File: config.mk
export PLATFORM = sky130hd
export DESIGN_NAME = efp_map
export DESIGN_NICKNAME = d
export VERILOG_FILES = /design/src/hdl/efp_pkg.sv /design/src/hdl/efp_map.sv
export SDC_FILE = /design/constraint.sdc
export NUM_CORES = 2
export LEC_CHECK = 0
export BUFFER_PORTS_ARGS = -buffer_cell sky130_fd_sc_hd__buf_2
export CORE_ASPECT_RATIO = 1.25
export CORE_MARGIN = 3
export CORE_UTILIZATION = 23
export DETAILED_ROUTE_END_ITERATION = 16
export PLACE_DENSITY = 0.43
export SYNTH_ARGS = -nofsm -noshare
export SYNTH_HDL_FRONTEND = slang
export SYNTH_SLANG_ARGS = --single-unit
File: constraint.sdc
create_clock -name clk -period 1.27 [get_ports clk]
set_input_delay 0.0635 -clock clk [delete_from_list [all_inputs] [get_ports clk]]
set_output_delay 0.0635 -clock clk [all_outputs]
set_load 0.01 [all_outputs]
File: src/hdl/efp_pkg.sv
// Shared constants, configuration and token types for the escape-time fractal pixel block.
`timescale 1ns / 1ps

package efp_pkg;

	localparam int FRAC_BITS  = 28;
	localparam int MAX_WIDTH  = 1024;
	localparam int MAX_HEIGHT = 1024;
	localparam int NUM_CELLS  = 4;

	localparam int COL_W   = 10;
	localparam int ROW_W   = 10;
	localparam int COORD_W = 32;
	localparam int STEP_W  = 31;
	localparam int LIM_W   = 16;
	localparam int CNT_OUT_W = 8;
	localparam int CFG_IDX_W = 3;
	localparam int CFG_DAT_W = 32;

	// z and c hold origin plus up to 1023 steps, plus headroom for the update sum
	localparam int Z_W   = STEP_W + COL_W + 3;
	// |z| < 2 inside the loop, so FRAC_BITS + 2 signed bits carry the operand
	localparam int MUL_W = FRAC_BITS + 2;
	// floored products stay below 4
	localparam int SQ_W  = FRAC_BITS + 4;

	localparam logic signed [Z_W-1:0] TWO_Z = Z_W'(64'd2 << FRAC_BITS);
	localparam logic [SQ_W:0] FOUR_SUM = (SQ_W + 1)'(64'd4 << FRAC_BITS);

	typedef enum logic [CFG_IDX_W-1:0] {
		CFG_JULIA_MODE = 3'd0,
		CFG_ITER_LIMIT = 3'd1,
		CFG_ORIGIN_RE  = 3'd2,
		CFG_ORIGIN_IM  = 3'd3,
		CFG_PIXEL_STEP = 3'd4,
		CFG_JULIA_C_RE = 3'd5,
		CFG_JULIA_C_IM = 3'd6
	} cfg_index_t;

	localparam logic [LIM_W-1:0]   RST_ITER_LIMIT = 16'd255;
	localparam logic [COORD_W-1:0] RST_ORIGIN     = 32'hE000_0000;
	localparam logic [STEP_W-1:0]  RST_PIXEL_STEP = 31'd2684355;

	typedef struct packed {
		logic                      julia_mode;
		logic [LIM_W-1:0]          iteration_limit;
		logic signed [COORD_W-1:0] origin_re;
		logic signed [COORD_W-1:0] origin_im;
		logic [STEP_W-1:0]         pixel_step;
		logic signed [COORD_W-1:0] julia_c_re;
		logic signed [COORD_W-1:0] julia_c_im;
	} cfg_t;

	// one pixel in flight through the cell ring
	typedef struct packed {
		logic                  valid;
		logic                  done;
		logic signed [Z_W-1:0] zre;
		logic signed [Z_W-1:0] zim;
		logic signed [Z_W-1:0] cre;
		logic signed [Z_W-1:0] cim;
		logic [LIM_W-1:0]      count;
	} token_t;

endpackage

File: src/hdl/efp_map.sv
// Maps a pixel request to its complex start point and launches a token into the ring.
`timescale 1ns / 1ps

module efp_map (
	input  logic                           clk,
	input  logic                           arst_n,
	input  logic                           load,
	input  logic [efp_pkg::COL_W-1:0]      column,
	input  logic [efp_pkg::ROW_W-1:0]      row,
	input  efp_pkg::cfg_t                  cfg,
	output efp_pkg::token_t                tok_out
);

	localparam int OFF_W = efp_pkg::COL_W + efp_pkg::STEP_W;

	logic [OFF_W-1:0]                  off_re;
	logic [OFF_W-1:0]                  off_im;
	logic signed [efp_pkg::Z_W-1:0]    pt_re;
	logic signed [efp_pkg::Z_W-1:0]    pt_im;
	logic                              outside;
	efp_pkg::token_t                   tok_d;
	efp_pkg::token_t                   tok_q;
	logic                              valid_q;

	assign off_re = OFF_W'(column) * OFF_W'(cfg.pixel_step);
	assign off_im = OFF_W'(row) * OFF_W'(cfg.pixel_step);
	assign pt_re  = efp_pkg::Z_W'(cfg.origin_re) + $signed(efp_pkg::Z_W'(off_re));
	assign pt_im  = efp_pkg::Z_W'(cfg.origin_im) + $signed(efp_pkg::Z_W'(off_im));

	assign outside = ({1'b0, column} >= (efp_pkg::COL_W + 1)'(efp_pkg::MAX_WIDTH)) ||
		({1'b0, row} >= (efp_pkg::ROW_W + 1)'(efp_pkg::MAX_HEIGHT));

	always_comb begin
		tok_d       = '0;
		tok_d.valid = 1'b1;
		tok_d.done  = outside;
		if (cfg.julia_mode) begin
			tok_d.zre = pt_re;
			tok_d.zim = pt_im;
			tok_d.cre = efp_pkg::Z_W'(cfg.julia_c_re);
			tok_d.cim = efp_pkg::Z_W'(cfg.julia_c_im);
		end else begin
			tok_d.cre = pt_re;
			tok_d.cim = pt_im;
		end
	end

	always_ff @(posedge clk or negedge arst_n) begin
		if (!arst_n) begin
			valid_q <= 1'b0;
		end else begin
			valid_q <= load;
		end
	end

	always_ff @(posedge clk) begin
		if (load) begin
			tok_q <= tok_d;
		end
	end

	always_comb begin
		tok_out       = tok_q;
		tok_out.valid = valid_q;
	end

endmodule

=== Word-level counts from Yosys, hierarchy flattened ===
Cells that the tools add are included.

* Add/sub/neg operators: 2
* Multiply operators: 2
* Mux-type cells: 1

{| class="wikitable"
|+ Operator list
! operator !! number
|-
| $mux W88 || 1
|-
| $add A32 B42 Y43 || 2
|-
| $mul A10 B31 Y41 || 2
|}

* Bits in registers: 177
* Input bits: 199
* Logic and storage cells: 10

=== Logic depth before layout (Yosys ltp) ===
* Word-level depth: 3
* Gate-level depth with buffers: 33

=== Worst setup path before layout ===
OpenSTA, ideal clock, no wires.

* Path kind: input to register
* From: input row[1] (netlist bit)
* To: register tok_q (netlist bit tok_out[57]) (data pin)
* Setup time: 270 ps
* Arrival time: 6878 ps
* Required time: 1000 ps
* Path slack: -5878 ps
* Stages on the path: 31
* Path buffers: 2
* Path through: clkbuf_1 -> nand2_1 -> fa_1 -> inv_1 -> fa_1 -> inv_1 -> fa_1 -> inv_1 -> fa_1 -> inv_1 -> fa_1 -> inv_1 -> ha_1 -> a21o_1 -> a21o_1 -> a31oi_1 -> o21ai_0 -> o311ai_2 -> nand2b_1 -> a21oi_1 -> xnor2_1 -> ha_1 -> clkbuf_1 -> a21o_1 -> a21o_1 -> a2111oi_0 -> o41ai_1 -> a221o_1 -> a221oi_2 -> xor2_1 -> o21ai_0

{| class="wikitable"
|+ RTL lines
! item !! RTL line !! source
|-
| start: declaration || efp_map.sv:9 || <nowiki>input logic [efp_pkg::ROW_W-1:0] row,</nowiki>
|-
| end signal: assignment || efp_map.sv:58 || <nowiki>tok_q <= tok_d;</nowiki>
|-
| end: declaration || efp_map.sv:22 || <nowiki>efp_pkg::token_t tok_q;</nowiki>
|}

==> flow_summary.ini <==
[run_status]
status = finished, violations left
violations = negative setup slack

[synthesis]
synth_ff_type = edfxtp_1
async_reset_ff_share_pct = 0.578
netlist_area_mm2 = 0.0306
synth_top_area_share_pct = 30.2
synth.largest_area_cell = fa_1
postSynthAreaPerCell_um2 = 8.95
synth.distinct_cells = 77
synth_cells = 3416
yosysSeqAreaShare_pct = 17.0
ys_warn_count = 0
synth.area.top_cells = fa_1, edfxtp_1, ha_1
synth-seq-cells = 173
synth-edff-count = 172

[die]
die_area_mm2 = 0.137
core_area_mm2 = 0.131
die_h_um = 414
rows = 148
num_io_pins = 393
die_x_um = 332
start_util_pct = 23.3

[route]
vias = 27300
vias_per_cell = 4.33
dr.pass1.iters = 5
drt_iter0_markers = 953
wirelength_mm = 101
drc = 0
ant_nets = 0
wl_per_cell_um = 16.1

[placed_design]
place.gp.congestion = 0.811
hpwlAfterDp_mm = 81.4
portBuffers = 359

[clocking]
htreeDepth = 4
cts_root_buffer = clkbuf_16
cts_tree = done
clk_pin_slew_ns = 0.07
cts_buffer_depth = 2
clock_sinks = 173
hold_buffers = 67
cts_buffers = 17

[critical_path]
critPathMaxFanout = 6
critPathKind = in -> reg
worstSetupStartpointType = primary input
slowest_delay_ns = 0.62
slowest_stage = fa_2
worst-path-buf-inv = 8
worstPathRequired_ns = 1.52
arrival_ns = 6.73
end_kind = flop
crit_top_cell = fa_1
critical_path.top_delay_family = adder cells

[finish]
final_cell_mix = buf_4, inv_1, fa_1
drive_gt1_share_pct = 42.0
syn2layout_area_growth_pct = 56.5
fin_util_pct = 36.5
nets = 5457
layout_commonest_cell = buf_4

[global_routing]
grt_usage_pct = 14.7
grt_max_degree = 76
antenna_found_initial = 21
grt_pass1_vias = 29900
grt_pass1_wl_mm = 160
gr-total-overflow = 0

[timing]
setup_violations = 168
relSlewSlack_pct = 54.7
whs_ns = 0.0150
period_share_pct = 510
maxSlewViolCount = 0
hold_viol = 0
max_freq_mhz = 154
finalWorstPathRequiredPeriod_ns = 6.48
worst_pin_slew_ns = 0.673
setup_ws_ns = -5.21
rsz0062_at_grt = yes

[hold_path]
min_path_type = in -> reg

[job]
drv_cap = 0
-- per-stage QoR --
step                      cells  setup WS, ns  instance area, um2  TNS (ns)
after detailed placement   6035         -6.02               40900   -825.47
final                      6307         -5.21               47800   -708.07
after global placement     6035         -5.96               40900   -824.01
after CTS                  6243         -5.18               46200   -690.57
after floorplan            3432         -5.32               32500   -679.58
after global routing       6302         -5.50               47800   -742.45
-- kinds of logic (layout without fill, tap and decap cells) --
kind of cell    after synthesis  count (layout)  share of synthesized area, %
buf+inv                     700            1839                          8.87
xor+xnor                    156             156                          4.47
flops                       173             173                          17.0
fa+ha+maj                   700             700                          40.0
mux                          11              11                         0.393
other cells                   1              28                        0.0123
simple gates               1109            1109                          17.5
compound gates              566             566                          11.7
-- worst paths after layout --
check	from	endpoint	slack (ns)	cells past startpoint
worst min-delay path	cfg[127]	tok_out[148]	0.02	3
worst max-delay path	cfg[66]	tok_out[101]	-5.21	31
min in group asynchronous	arst_n	valid_q	0.40	3
max in group asynchronous	arst_n	valid_q	0.77	3
-- synth_stat cells (7+ instances only) --
cell type / n
a211oi_1: 20
and2_1: 330
nor2_1: 159
o21bai_1: 29
o21a_1: 15
o21ai_0: 137
xor2_1: 57
nand3_1: 18
nand2b_1: 19
a21oi_1: 166
o21ai_1: 7
buf_4: 22
o211ai_1: 10
ha_1: 238
nor3_1: 13
xnor2_1: 99
clkbuf_1: 187
inv_1: 483
fa_1: 462
edfxtp_1: 172
a31oi_1: 18
a21o_1: 95
nor2b_1: 16
nand2_1: 475
o31ai_1: 12
nand4_1: 38
and3_1: 9
mux2_2: 8
-- sequential cells by signal, indices dropped and copies added, names as in the netlist --
register	count
tok_out	172
valid_q	1
-- per-layer routing --
layer | wire length (um) | part of all wire (%) | up-vias | global-route usage, %
li1 | - | - | 13200 | -
met1 | 42300 | 42 | 13800 | 17.7
met2 | 55200 | 55 | 272 | 27.9
met3 | 2720 | 2.7 | 50 | 1.88
met4 | 943 | 0.93 | 14 | 3.00
met5 | 85 | 0.084 | - | 0
-- cell type report --
class,instances,area (um2)
Fill cell,13500,83300
Multi-Input combinational cell,2559,27200
Timing Repair Buffer,1323,10800
Sequential cell,173,5190
Tap cell,1725,2160
Inverter,484,1820
Clock buffer,17,425
Clock inverter,15,165
Antenna cell,11,27.5
-- repair_timing --
item	4_1_cts	5_1_grt
setup buffers	123	72
pin swaps	350	212
hold endpoints to repair	83	1
cloned	9	1
endpoints found under the setup margin	168	168
resized for setup	645	238
Power is left out: the tool's default activity adds up to more than one toggle a clock period on the data nets, which glitch-free logic cannot reach.
